==> src/hw/rtl/stli_pkg.sv <==
// ----------------------------------------------------------------------------
// stli_pkg: shared types and constants
// Table depth, field widths, status codes and sequencer states.
// ----------------------------------------------------------------------------
package stli_pkg;

    localparam int TABLE_DEPTH = 64;
    localparam int IDX_W = $clog2(TABLE_DEPTH);
    localparam int CNT_W = $clog2(TABLE_DEPTH + 1);

    typedef enum logic [1:0] {
        ST_OK    = 2'd0,
        ST_RANGE = 2'd1,
        ST_FULL  = 2'd2,
        ST_EMPTY = 2'd3
    } t_status;

    typedef struct packed {
        logic               req_type;
        logic signed [15:0] angle_in;
        logic signed [15:0] coeff_in;
    } t_req;

    typedef struct packed {
        logic signed [15:0] coeff_out;
        logic [1:0]         status;
    } t_rsp;

    typedef enum logic [3:0] {
        S_IDLE,
        S_LSCAN,
        S_LSHIFT,
        S_LPUT,
        S_QFIRST,
        S_QLAST,
        S_QSCAN,
        S_QPREV,
        S_QDIV,
        S_QSUM,
        S_OUT
    } t_state;

    // Divider handshake between the sequencer and the serial divider.
    typedef struct packed {
        logic start;
    } t_div_ctl;

    typedef struct packed {
        logic busy;
        logic done;
    } t_div_sts;

endpackage

==> src/hw/rtl/stli_if.sv <==
// ----------------------------------------------------------------------------
// stli_req_if / stli_rsp_if: valid-ready channels
// Carry one request or one response transaction per handshake.
// ----------------------------------------------------------------------------
interface stli_req_if;
    logic          valid;
    logic          ready;
    stli_pkg::t_req payload;
    modport source (output valid, output payload, input ready);
    modport sink   (input valid, input payload, output ready);
endinterface

interface stli_rsp_if;
    logic          valid;
    logic          ready;
    stli_pkg::t_rsp payload;
    modport source (output valid, output payload, input ready);
    modport sink   (input valid, input payload, output ready);
endinterface

==> src/hw/rtl/stli_div.sv <==
// ----------------------------------------------------------------------------
// stli_div: serial signed divider
// Restoring division, one quotient bit a cycle, truncating toward zero.
// ----------------------------------------------------------------------------
module stli_div (
    input  logic                  i_clk,
    input  logic                  i_rst_n,
    input  stli_pkg::t_div_ctl    i_ctl,
    input  logic signed [33:0]    i_num,
    input  logic signed [17:0]    i_den,
    output stli_pkg::t_div_sts    o_sts,
    output logic signed [34:0]    o_quo
);
    logic [33:0] r_q;
    logic [33:0] n_q;
    logic [17:0] r_rem;
    logic [17:0] n_rem;
    logic [16:0] r_d;
    logic        r_neg;
    logic [5:0]  r_cnt;
    logic        r_busy;
    logic        r_done;
    logic [18:0] w_trial;
    logic [18:0] w_sub;

    // Shift the next dividend bit into the partial remainder and try a subtract.
    assign w_trial = {r_rem, r_q[33]};
    assign w_sub   = w_trial - {2'b00, r_d};

    always_comb begin
        if (!w_sub[18]) begin
            n_rem = w_sub[17:0];
            n_q   = {r_q[32:0], 1'b1};
        end else begin
            n_rem = w_trial[17:0];
            n_q   = {r_q[32:0], 1'b0};
        end
    end

    always_ff @(posedge i_clk) begin
        if (!i_rst_n) begin
            r_busy <= 1'b0;
            r_done <= 1'b0;
            r_cnt  <= '0;
        end else begin
            r_done <= 1'b0;
            if (i_ctl.start) begin
                r_busy <= 1'b1;
                r_cnt  <= 6'd34;
            end else if (r_busy) begin
                r_cnt <= r_cnt - 6'd1;
                if (r_cnt == 6'd1) begin
                    r_busy <= 1'b0;
                    r_done <= 1'b1;
                end
            end
        end
    end

    always_ff @(posedge i_clk) begin
        if (i_ctl.start) begin
            r_q   <= i_num[33] ? 34'(-i_num) : 34'(i_num);
            r_d   <= i_den[17] ? 17'(-i_den) : 17'(i_den);
            r_neg <= i_num[33] ^ i_den[17];
            r_rem <= '0;
        end else if (r_busy) begin
            r_q   <= n_q;
            r_rem <= n_rem;
        end
    end

    assign o_quo = r_neg ? -$signed({1'b0, r_q}) : $signed({1'b0, r_q});
    assign o_sts = '{busy: r_busy, done: r_done};
endmodule

==> src/hw/rtl/sorted_table_linear_interpolator_unit.sv <==
// ----------------------------------------------------------------------------
// sorted_table_linear_interpolator_unit: sorted breakpoint table
// Inserts breakpoints in angle order and interpolates queries between them.
// ----------------------------------------------------------------------------
// Use: requests arrive on i_req (req_type, angle_in, coeff_in), one response
// per request leaves on o_rsp (coeff_out, status). A load inserts a point in
// angle order, after any equal angles; a full table answers status 2. A query
// answers 3 on an empty table, 1 outside the stored range, the stored value on
// an exact match, and otherwise a linear interpolation saturated to 16 bits.
// The table lives in two single-port memories with a registered read.
// A load scans the table for its position, then shifts the entries above it
// up one at a time through the memory port and writes the new point. A full
// table or an empty query goes straight to the response, without touching the
// memory; a range miss answers once the first or the last point is compared.
// A query scans up from position 0 to its bracket and answers there on an
// exact match; to interpolate it then reads the lower point, runs the serial
// divider and adds the quotient to the lower value. One request is in flight
// at a time; the block takes the next request only after the response leaves.
// Reset clears the state, the phase bit and the point count; the memories need no clearing. The
// response is held in an output register until taken; a stalled receiver
// holds the block, and no new request is taken until the response leaves.
// ----------------------------------------------------------------------------
module sorted_table_linear_interpolator_unit (
    input  logic        i_clk,
    input  logic        i_rst_n,
    stli_req_if.sink    i_req,
    stli_rsp_if.source  o_rsp
);
    localparam int IW = stli_pkg::IDX_W;
    localparam int CW = stli_pkg::CNT_W;

    logic signed [15:0] r_amem [stli_pkg::TABLE_DEPTH];
    logic signed [15:0] r_cmem [stli_pkg::TABLE_DEPTH];
    logic signed [15:0] r_ard;
    logic signed [15:0] r_crd;

    stli_pkg::t_state r_state, n_state;
    logic [CW-1:0]    r_count;
    logic [CW-1:0]    r_ptr;
    logic [CW-1:0]    n_ptr;
    logic             r_phase;
    logic signed [15:0] r_a;
    logic signed [15:0] r_c;
    logic signed [15:0] r_sa, r_sc;
    logic signed [15:0] r_clo;
    logic signed [33:0] r_num;
    logic signed [17:0] r_den;
    logic signed [15:0] r_res_c;
    logic [1:0]         r_res_s;

    logic          w_re, w_we;
    logic [IW-1:0] w_raddr, w_waddr;
    logic signed [15:0] w_wa, w_wc;
    logic          w_fire;
    stli_pkg::t_div_ctl w_dctl;
    stli_pkg::t_div_sts w_dsts;
    logic signed [34:0] w_quo;
    logic signed [35:0] w_sum;

    assign w_fire = i_req.valid && i_req.ready;
    assign i_req.ready = (r_state == stli_pkg::S_IDLE);
    assign o_rsp.valid = (r_state == stli_pkg::S_OUT);
    assign o_rsp.payload = '{coeff_out: r_res_c, status: r_res_s};

    always_ff @(posedge i_clk) begin
        if (w_we) begin
            r_amem[w_waddr] <= w_wa;
            r_cmem[w_waddr] <= w_wc;
        end
        if (w_re) begin
            r_ard <= r_amem[w_raddr];
            r_crd <= r_cmem[w_raddr];
        end
    end

    stli_div u_div (
        .i_clk   (i_clk),
        .i_rst_n (i_rst_n),
        .i_ctl   (w_dctl),
        .i_num   (r_num),
        .i_den   (r_den),
        .o_sts   (w_dsts),
        .o_quo   (w_quo)
    );

    assign w_sum = 36'(r_clo) + 36'(w_quo);

    // Next state.
    always_comb begin
        n_state = r_state;
        case (r_state)
            stli_pkg::S_IDLE: begin
                if (w_fire) begin
                    if (!i_req.payload.req_type) begin
                        n_state = (r_count == CW'(stli_pkg::TABLE_DEPTH)) ?
                                  stli_pkg::S_OUT : stli_pkg::S_LSCAN;
                    end else begin
                        n_state = (r_count == '0) ? stli_pkg::S_OUT :
                                  stli_pkg::S_QFIRST;
                    end
                end
            end
            stli_pkg::S_LSCAN: begin
                if (r_ptr == r_count) begin
                    n_state = stli_pkg::S_LSHIFT;
                end else if (r_phase && r_ard > r_a) begin
                    n_state = stli_pkg::S_LSHIFT;
                end
            end
            stli_pkg::S_LSHIFT: begin
                if (r_ptr == r_sa[CW-1:0]) n_state = stli_pkg::S_LPUT;
            end
            stli_pkg::S_LPUT:   n_state = stli_pkg::S_OUT;
            stli_pkg::S_QFIRST: begin
                if (r_phase) begin
                    n_state = (r_a < r_ard) ? stli_pkg::S_OUT : stli_pkg::S_QLAST;
                end
            end
            stli_pkg::S_QLAST: begin
                if (r_phase) begin
                    n_state = (r_a > r_ard) ? stli_pkg::S_OUT : stli_pkg::S_QSCAN;
                end
            end
            stli_pkg::S_QSCAN: begin
                if (r_phase && (r_ard >= r_a)) begin
                    n_state = (r_ard == r_a) ? stli_pkg::S_OUT : stli_pkg::S_QPREV;
                end
            end
            stli_pkg::S_QPREV: if (r_phase) n_state = stli_pkg::S_QDIV;
            stli_pkg::S_QDIV:  if (w_dsts.done) n_state = stli_pkg::S_QSUM;
            stli_pkg::S_QSUM:  n_state = stli_pkg::S_OUT;
            stli_pkg::S_OUT:   if (o_rsp.ready) n_state = stli_pkg::S_IDLE;
            default:           n_state = stli_pkg::S_IDLE;
        endcase
    end

    // Memory port and divider controls.
    always_comb begin
        w_re    = 1'b0;
        w_we    = 1'b0;
        w_raddr = r_ptr[IW-1:0];
        w_waddr = r_ptr[IW-1:0];
        w_wa    = r_ard;
        w_wc    = r_crd;
        w_dctl  = '{start: 1'b0};
        n_ptr   = r_ptr;
        case (r_state)
            stli_pkg::S_IDLE: begin
                n_ptr = '0;
            end
            stli_pkg::S_LSCAN: begin
                // On leaving the scan the pointer moves to the end of the table.
                if (r_ptr != r_count) begin
                    if (!r_phase) begin
                        w_re = 1'b1;
                    end else if (r_ard > r_a) begin
                        n_ptr = r_count;
                    end else begin
                        n_ptr = r_ptr + CW'(1);
                    end
                end
            end
            stli_pkg::S_LSHIFT: begin
                // r_sa low bits hold the insert position; r_ptr walks down.
                if (r_ptr != r_sa[CW-1:0]) begin
                    if (!r_phase) begin
                        w_re    = 1'b1;
                        w_raddr = IW'(r_ptr - CW'(1));
                    end else begin
                        w_we  = 1'b1;
                        n_ptr = r_ptr - CW'(1);
                    end
                end
            end
            stli_pkg::S_LPUT: begin
                w_we    = 1'b1;
                w_waddr = r_ptr[IW-1:0];
                w_wa    = r_a;
                w_wc    = r_c;
            end
            stli_pkg::S_QFIRST: begin
                w_re    = !r_phase;
                w_raddr = '0;
            end
            stli_pkg::S_QLAST: begin
                w_re    = !r_phase;
                w_raddr = IW'(r_count - CW'(1));
            end
            stli_pkg::S_QSCAN: begin
                w_re = !r_phase;
                if (r_phase && !(r_ard >= r_a)) n_ptr = r_ptr + CW'(1);
            end
            stli_pkg::S_QPREV: begin
                w_re    = !r_phase;
                w_raddr = IW'(r_ptr - CW'(1));
            end
            stli_pkg::S_QDIV: begin
                // The operands are registered by now; start once on entry.
                w_dctl = '{start: !w_dsts.busy && !w_dsts.done};
            end
            default: ;
        endcase
    end

    always_ff @(posedge i_clk) begin
        if (!i_rst_n) begin
            r_state <= stli_pkg::S_IDLE;
            r_count <= '0;
            r_phase <= 1'b0;
        end else begin
            r_state <= n_state;
            r_phase <= (n_state == r_state) ? !r_phase : 1'b0;
            if (r_state == stli_pkg::S_LPUT) r_count <= r_count + CW'(1);
        end
    end

    // Datapath registers.
    always_ff @(posedge i_clk) begin
        r_ptr <= n_ptr;
        case (r_state)
            stli_pkg::S_IDLE: begin
                r_a     <= i_req.payload.angle_in;
                r_c     <= i_req.payload.coeff_in;
                r_res_c <= '0;
                r_res_s <= i_req.payload.req_type ? stli_pkg::ST_EMPTY :
                           stli_pkg::ST_FULL;
            end
            stli_pkg::S_LSCAN: begin
                if (n_state == stli_pkg::S_LSHIFT) begin
                    r_sa <= 16'(r_ptr);
                end
            end
            stli_pkg::S_LSHIFT: begin
                if (n_state == stli_pkg::S_LPUT) begin
                    r_res_s <= stli_pkg::ST_OK;
                end
            end
            stli_pkg::S_QFIRST: begin
                if (r_phase && r_a < r_ard) begin
                    r_res_s <= stli_pkg::ST_RANGE;
                end
            end
            stli_pkg::S_QLAST: begin
                if (r_phase && r_a > r_ard) begin
                    r_res_s <= stli_pkg::ST_RANGE;
                end
            end
            stli_pkg::S_QSCAN: begin
                if (r_phase && r_ard == r_a) begin
                    r_res_c <= r_crd;
                    r_res_s <= stli_pkg::ST_OK;
                end
                r_sa <= r_ard;
                r_sc <= r_crd;
            end
            stli_pkg::S_QPREV: begin
                if (r_phase) begin
                    r_clo <= r_crd;
                    r_num <= 34'(17'(r_a) - 17'(r_ard)) * 34'(17'(r_sc) - 17'(r_crd));
                    r_den <= 18'(r_sa) - 18'(r_ard);
                end
            end
            stli_pkg::S_QSUM: begin
                r_res_s <= stli_pkg::ST_OK;
                if (w_sum > 36'sd32767)       r_res_c <= 16'sh7FFF;
                else if (w_sum < -36'sd32768) r_res_c <= 16'sh8000;
                else                          r_res_c <= w_sum[15:0];
            end
            default: ;
        endcase
    end

    // Assertions.
    a_count_max: assert property (@(posedge i_clk) disable iff (!i_rst_n)
        r_count <= CW'(stli_pkg::TABLE_DEPTH))
        else $error("point count beyond table depth");
    a_rsp_one: assert property (@(posedge i_clk) disable iff (!i_rst_n)
        (o_rsp.valid && o_rsp.ready) |=> !o_rsp.valid)
        else $error("response repeated");
    a_no_accept_busy: assert property (@(posedge i_clk) disable iff (!i_rst_n)
        (r_state != stli_pkg::S_IDLE) |-> !i_req.ready)
        else $error("request taken while busy");
    a_load_grow: assert property (@(posedge i_clk) disable iff (!i_rst_n)
        (r_state == stli_pkg::S_LPUT) |=> (r_count == $past(r_count) + CW'(1)))
        else $error("insert did not grow table");
endmodule

==> src/flat_wrapper.sv <==
// flat-port wrapper written by rule: the top's interface ports become plain ports
module sorted_table_linear_interpolator_unit_flat 
  (i_clk, i_rst_n, i_req_valid, i_req_payload, i_req_ready, o_rsp_valid, o_rsp_payload, o_rsp_ready);
  stli_req_if i_req_i ();
  stli_rsp_if o_rsp_i ();
  input  logic i_clk;
  input  logic i_rst_n;
  input wire logic [$bits(i_req_i.valid)-1:0] i_req_valid;
  input wire logic [$bits(i_req_i.payload)-1:0] i_req_payload;
  output wire logic [$bits(i_req_i.ready)-1:0] i_req_ready;
  output wire logic [$bits(o_rsp_i.valid)-1:0] o_rsp_valid;
  output wire logic [$bits(o_rsp_i.payload)-1:0] o_rsp_payload;
  input wire logic [$bits(o_rsp_i.ready)-1:0] o_rsp_ready;
  assign i_req_i.valid = i_req_valid;
  assign i_req_i.payload = i_req_payload;
  assign i_req_ready = i_req_i.ready;
  assign o_rsp_valid = o_rsp_i.valid;
  assign o_rsp_payload = o_rsp_i.payload;
  assign o_rsp_i.ready = o_rsp_ready;
  sorted_table_linear_interpolator_unit u_core (.i_clk(i_clk), .i_rst_n(i_rst_n), .i_req(i_req_i), .o_rsp(o_rsp_i));
endmodule
==> config.mk <==
export PLATFORM = sky130hd
export DESIGN_NAME = sorted_table_linear_interpolator_unit_flat
export DESIGN_NICKNAME = d
export VERILOG_FILES = /design/src/hw/rtl/stli_pkg.sv /design/src/hw/rtl/stli_if.sv /design/src/hw/rtl/stli_div.sv /design/src/hw/rtl/sorted_table_linear_interpolator_unit.sv /design/src/flat_wrapper.sv
export SDC_FILE = /design/constraint.sdc
export NUM_CORES = 2
export LEC_CHECK = 0
export ABC_CLOCK_PERIOD_IN_PS = 23200
export BUFFER_PORTS_ARGS = -buffer_cell sky130_fd_sc_hd__clkbuf_2
export CAP_MARGIN = 30
export CORE_MARGIN = 5
export CORE_UTILIZATION = 50
export CTS_CLUSTER_DIAMETER = 40
export DETAILED_ROUTE_END_ITERATION = 6
export GPL_ROUTABILITY_DRIVEN = 0
export PLACE_DENSITY_LB_ADDON = 0.05
export SLEW_MARGIN = 20
export SYNTH_ARGS = -nofsm -noshare
export SYNTH_HDL_FRONTEND = slang
export SYNTH_SLANG_ARGS = --single-unit
==> constraint.sdc <==
create_clock -name i_clk -period 23.2 [get_ports i_clk]
set_clock_uncertainty 0.15 [all_clocks]
set_input_delay 6.96 -clock i_clk [delete_from_list [all_inputs] [get_ports i_clk]]
set_output_delay 6.96 -clock i_clk [all_outputs]
set_load 0.05 [all_outputs]
# After elaboration in Yosys (flattened, before gate mapping)
# Memory sizes are Yosys's and may differ from the RTL's. A register that Yosys moved wholly into a read port is not among the register bits.
# Cells that the tools add are included.
# op_classes
n_reduce_logical	29
add_sub_neg	13
eq_ne	30
n_mux	64
n_mul	1
magnitude_cmp	6
bitwise_logic	3
# op_table
operator	n
2-to-1 mux 34 bit	3
2-to-1 mux 16 bit	6
2-to-1 mux 4 bit	16
subtractor 16 x 16 -> 17 bit	3
case mux 16 bit (3 select lines)	1
2-to-1 mux 7 bit	6
case mux 4 bit (10 select lines)	1
adder 16 x 35 -> 36 bit	1
> comparator 36 x 16 -> 1 bit (second input constant)	1
less-than comparator 36 x 16 -> 1 bit (second input constant)	1
2-to-1 mux 35 bit	1
negator 34 -> 35 bit	1
multiplier 34 x 34 -> 34 bit	1
negator 34 bit	1
> comparator 16 bit	2
case mux 16 bit (2 select lines)	1
case mux 7 bit (4 select lines)	1
2-to-1 mux 6 bit	4
case mux 6 bit (4 select lines)	1
!= test 2 x 1 -> 1 bit (second input constant)	10
subtractor 19 x 17 -> 19 bit	1
2-to-1 mux 18 bit	1
2-to-1 mux 17 bit	1
negator 17 bit	1
other kinds (36)	80
# word_totals
out_inout_bits	20
in_bits	37
mem_bits_rw	2048
n_memories	2
wordCells	169
ff_bits	246
# memory_table
memory	words	width	rd	rd_ports_with_merged_regs	write_ports	line_no	source
u_core.r_amem	64	16	1	1	1	sorted_table_linear_interpolator_unit.sv:32	logic signed [15:0] r_amem [stli_pkg::TABLE_DEPTH];
u_core.r_cmem	64	16	1	1	1	sorted_table_linear_interpolator_unit.sv:33	logic signed [15:0] r_cmem [stli_pkg::TABLE_DEPTH];

# Longest topological paths before layout
# depth
ltp_word	8
ltp_mapped	38
ltp_nobuf	37

# Hierarchy
# A second synthesis with hierarchy kept.
# hier_totals
hier_cells	9125
hier_area_um2	109650.2
# by_module_without_submodules
module	cells_each	area_per_inst_um2	instances	seq_area_each_um2
sorted_table_linear_interpolator_unit	8486	103915.9	1	67384.6
stli_div	639	5734.2	1	2082.0

# Worst setup path after synthesis
# No wires, ideal clock.
# synth_path
path_kind	reg2reg
start	reg u_core.r_ard[0], read port of u_core.r_amem
end	reg u_core.r_num[33] (data pin)
path_slack_ps	14024
synth_period_minus_slack_ps	9176
path_stages_with_launch	38
required_ps	22790
n_path_buf	1
t_arrival_ps	8766
setup_ps	260
path_cell_list	edfxtp_1 > ha_1 > fa_1 > nor2b_1 > o21ai_0 > a21boi_0 > o21ai_0 > a21boi_0 > o2111ai_1 > a31o_2 > o21bai_1 > a21oi_1 > xnor2_1 > clkbuf_1 > nand2_1 > fa_1 > inv_1 > fa_1 > (+2 left out) > inv_1 > fa_1 > fa_1 > inv_1 > fa_1 > inv_1 > ha_1 > and4_1 > and3_1 > o311a_1 > o21ai_0 > a311oi_1 > nor2_1 > a2111oi_0 > o21a_1 > o21a_1 > o41a_1 > xnor2_1
# synth_between
elab_chain_len	2
# synth_lines
element	line_no	source
start: declaration	sorted_table_linear_interpolator_unit.sv:34	logic signed [15:0] r_ard;
subtractor 16 x 16 -> 17 bit	sorted_table_linear_interpolator_unit.sv:259	r_num <= 34'(17'(r_a) - 17'(r_ard)) * 34'(17'(r_sc) - 17'(r_crd));
multiplier 34 x 34 -> 34 bit	sorted_table_linear_interpolator_unit.sv:259	
end signal: assignment	sorted_table_linear_interpolator_unit.sv:259	
end: declaration	sorted_table_linear_interpolator_unit.sv:46	logic signed [33:0] r_num;
# Every way passes these cells.
# A chain may end at the register's enable or synchronous reset.

# Worst setup path in the final report
# Same ends and word-level chain as after synthesis.

==> summary.md <==
| Metric | Value |
|---|---|
| RR Startpoint | u_core.r_ard[0] |
| Die outline width | approximately 470 um |
| Starting density of the core | approximately 50% |
| Drt first-iter violations | 7433 |
| Achievable clock frequency | 97.7 MHz |
| Fill cell total of the finished layout | about 17000 |
| Result of the run | finished with violations |
| Non-filler cells, final | around 11000 |
| Cell chosen for the clock root | sky130_fd_sc_hd__clkbuf_16 |
| Buffers inserted by post-CTS timing repair | 0 |
| Yosys synthesis warning count | 0 |
| Drt pass-1 iters | 7 |
| Critical path's largest stage delay | about 0.60 ns |
| Cell depth of the worst flop-to-flop path | 37 |
| Total gr overflow | 0 |
| Clock transition at the registers of the reported paths | about 0.05 ns |
| Source of the critical timing path | u_core.r_ard[0] |
| Data arrival time of the critical path | ~11 ns |
| Violations in the final reports | DRC |
| Worst slew margin relative to its limit | between 20% and 30% |
| Synth unique cells | 99 |
| I/O pin cnt | 57 |
| Post-route clock period utilization | 44.1% |
| R2r endpoint | u_core.r_num[33] |
| Post-synthesis cell area | 0.108 mm2 |
| Detailed-placement wirelength estimate | 201000 um |
| Area growth from synthesis to layout | 15.9% |
| Number of vias in the routed layout | ~66000 |
| Count of final setup violators | 0 |
| Net count of the finished layout | around 8100 |
| Maximum fanout along the worst path | 17 |
| Flip-flop cell with the highest count after synthesis | sky130_fd_sc_hd__edfxtp_1 |
| Worst-case register-to-register setup slack | 12.96 ns |
| Transition time at the pin with the least slew margin | 1.18 ns |
| CTS sink count | approximately 2300 |
| RSZ-0062 raised after global routing | false |
| Initial antenna violation count | 24 |
| Post-cts sizing count | 0 |
| Cell at the slowest stage of the critical path | sky130_fd_sc_hd__a2111oi_0 |
| Die Ht | 474 um |
| Worst-case clock buffer depth | 4 |
| Area taken by multi-input logic gates | 0.0360 mm2 |
| Final routed DRC violation total | 4 |
| Routed wire per std cell | around 30 um |
| Synthesized area per cell | approximately 15 um2 |
| Vias per Instance | 6.17 |
| Total core area | about 0.21 mm2 |
| Path category of the worst min-delay check | reg2reg |
| Net count after synthesis | about 7900 |
| Category of the worst setup path capture point | flip-flop |
| Fin Setup TNS | 0 ns |
| H-tree Lvls | 5 |
| Number of placement rows | between 150 and 200 |
| Seq/Total Area, Yosys | 64.5% |
| Met2 Resource Use GR | a little under half |
| Type of the worst setup path | reg2reg |
| Fin. Hold Viols | 0 |
| End of the critical path | u_core.r_num[33] |
| First-pass GRT wire length | 467000 um |
| Max Cap Violations | 0 |
| Required arrival time at the worst endpoint | around 24 ns |
| Full die area | between 0.2 and 0.25 mm2 |
| GRT Util Overall | between 20% and 30% |
| Layout cells sized above 1 | ~18% |
| Async set or reset register ratio after synthesis | 0% |
| Number of port buffers | between 50 and 60 |
| Area occupied by registers | 0.0695 mm2 |
| Number of standard cells after synthesis | ~7300 |
| Post-route antenna net violation count | 0 |
| Cell count after placement | slightly above 10000 |
| Clock tree from TritonCTS | built |
| Dominant cell type by count on the critical path | sky130_fd_sc_hd__fa_1 |
| Worst setup SP type | flip-flop |
| Met3 usage in global routing | between 5 and 6% |
| Clock insertion delay at the later pin of the skew report | roughly 0.97 ns |
| Maximum number of pins on one net before global-route repair | around 110 |
| Global Route met1 Usage | 40.3% |
| Seq cells post-synth | between 2000 and 2500 |
| Count of flip-flops with a built-in enable after synthesis | between 2000 and 2500 |
| Pins over their slew limit | 0 |
| Vias in the first global route | approximately 65000 |
| Shortest clock period the worst path allows after layout | between 10 and 15 ns |
| Wire length after detailed routing | about 330000 um |
| Most crowded layer after global routing | met2 |
| Count of hold-fix buffers inserted at cts | 0 |
| Number of buffers created by CTS | between 300 and 400 |
==> placed cells by master (no fill, tap or decap), types with 30 or more instances in the layout <==
master / n
sky130_fd_sc_hd__dfxtp_1: 38
sky130_fd_sc_hd__and3_1: 131
sky130_fd_sc_hd__clkbuf_1: 30
sky130_fd_sc_hd__buf_4: 221
sky130_fd_sc_hd__a211oi_1: 72
sky130_fd_sc_hd__a22oi_1: 94
sky130_fd_sc_hd__nand4_1: 59
sky130_fd_sc_hd__o211ai_1: 35
sky130_fd_sc_hd__fa_1: 301
sky130_fd_sc_hd__clkinv_1: 36
sky130_fd_sc_hd__a31oi_1: 48
sky130_fd_sc_hd__clkinv_4: 42
sky130_fd_sc_hd__mux2i_1: 56
sky130_fd_sc_hd__nor2b_1: 52
sky130_fd_sc_hd__nor3_1: 57
sky130_fd_sc_hd__nand2_1: 931
sky130_fd_sc_hd__mux4_2: 338
sky130_fd_sc_hd__clkinv_2: 35
sky130_fd_sc_hd__xnor2_1: 140
sky130_fd_sc_hd__clkinvlp_4: 46
sky130_fd_sc_hd__o21ai_4: 30
sky130_fd_sc_hd__nor2_4: 66
sky130_fd_sc_hd__a21oi_1: 178
sky130_fd_sc_hd__nor2_1: 296
sky130_fd_sc_hd__inv_1: 420
sky130_fd_sc_hd__xor2_1: 68
sky130_fd_sc_hd__bufinv_16: 42
sky130_fd_sc_hd__clkbuf_16: 365
sky130_fd_sc_hd__ha_1: 195
sky130_fd_sc_hd__clkbuf_2: 56
sky130_fd_sc_hd__nand2b_1: 63
sky130_fd_sc_hd__nand3_1: 265
sky130_fd_sc_hd__edfxtp_1: 2288
sky130_fd_sc_hd__o21ai_0: 226
sky130_fd_sc_hd__inv_6: 38
==> final cells by class <==
type                            instances  share of cell area [%]
Antenna cell                            9                  0.0180
Clock buffer                          396                    7.42
Clock inverter                        247                    2.19
Inverter                              422                    1.27
Multi-Input combinational cell       4207                    28.9
Sequential cell                      2326                    55.7
Tap cell                             2838                    2.84
Timing Repair Buffer                  289                    1.73
==> state kept, by name (all words and copies together), names as in the netlist, 7 cells and up <==
name / flops
u_core.r_sa: 16
u_core.u_div.r_q: 34
u_core.r_crd: 16
u_core.r_num: 34
u_core.r_sc: 16
u_core.u_div.r_rem: 18
u_core.u_div.r_d: 17
u_core.r_den: 17
u_core.r_cmem: 1024
u_core.r_clo: 16
u_core.r_c: 16
u_core.r_ptr: 7
u_core.r_ard: 16
u_core.r_amem: 1024
u_core.r_res_c: 16
u_core.r_a: 16
u_core.r_count: 7
==> critical path: cells and delay by family, from the launching register on <==
family | cells | cell delay (ns)
fa+ha+maj | 9 | 4.07
compound gates | 15 | 3.70
simple gates | 5 | 0.79
buf+inv | 6 | 0.53
flops | 1 | 0.45
xor+xnor | 2 | 0.25
==> worst min-delay path by stage <==
stage                                to  slack [ns]             start  cells after the start
global route        u_core.u_div.r_d[0]        0.35   u_core.r_den[0]                      0
finish              u_core.u_div.r_d[0]        0.34   u_core.r_den[0]                      0
floorplan              u_core.r_clo[15]        0.30  u_core.r_crd[15]                      0
detailed placement  u_core.u_div.r_d[0]        0.33   u_core.r_den[0]                      0
global placement    u_core.u_div.r_d[0]        0.33   u_core.r_den[0]                      0
CTS                 u_core.u_div.r_d[0]        0.34   u_core.r_den[0]                      0
==> synth_stat cells, types with 99 or more instances <==
cell                       count  area (um2)
sky130_fd_sc_hd__nand2_1     931        3490
sky130_fd_sc_hd__mux4_2      338        7610
sky130_fd_sc_hd__xnor2_1     141        1230
sky130_fd_sc_hd__ha_1        195        2440
sky130_fd_sc_hd__nor2_1      366        1370
sky130_fd_sc_hd__o21ai_0     257        1290
sky130_fd_sc_hd__nand3_1     266        1330
sky130_fd_sc_hd__buf_2        99         495
sky130_fd_sc_hd__fa_1        301        6030
sky130_fd_sc_hd__and3_1      132         826
sky130_fd_sc_hd__edfxtp_1   2288       68700
sky130_fd_sc_hd__clkbuf_1    201         754
sky130_fd_sc_hd__a21oi_1     178         891
sky130_fd_sc_hd__inv_1       420        1580
==> cells by family (layout without fill, tap and decap cells) <==
group	after synthesis	in the layout	share of synthesized area [%]
xor gates and xnor gates	211	211	1.72
muxes	397	397	7.62
and+or+nand+nor	2074	2074	8.78
other	0	9	0
AOI/OAI and AO/OA	1029	1029	6.52
buffers and inverters	787	1354	3.00
DFF	2326	2326	64.5
adders and majority gates	496	496	7.86
==> stage by stage <==
| stage | worst slack [ns] | area [um2] | hold slack [ns] | util, % |
|---|---|---|---|---|
| 2_1_floorplan | 14.02 | 108000 | 0.295 | - |
| 3_3_place_gp | 12.81 | 113000 | 0.326 | 52.6 |
| 3_5_place_dp | 12.93 | 113000 | 0.332 | 52.6 |
| 4_1_cts | 12.88 | 125000 | 0.344 | 58.2 |
| 5_1_grt | 12.33 | 125000 | 0.346 | 58.2 |
| 6_report | 12.96 | 125000 | 0.343 | 58.2 |
==> routing by layer <==
layer | vias up | share of wire (%) | wire [um]
li1 | 28200 | - | -
met1 | 34300 | 41 | 132000
met4 | 12 | 3.5 | 11400
met5 | - | 0.026 | 84
met2 | 3070 | 47 | 153000
met3 | 585 | 8.9 | 28900
Power is not shown: default switching activity piles up to over one toggle a cycle in this logic, so the estimate is an artifact.
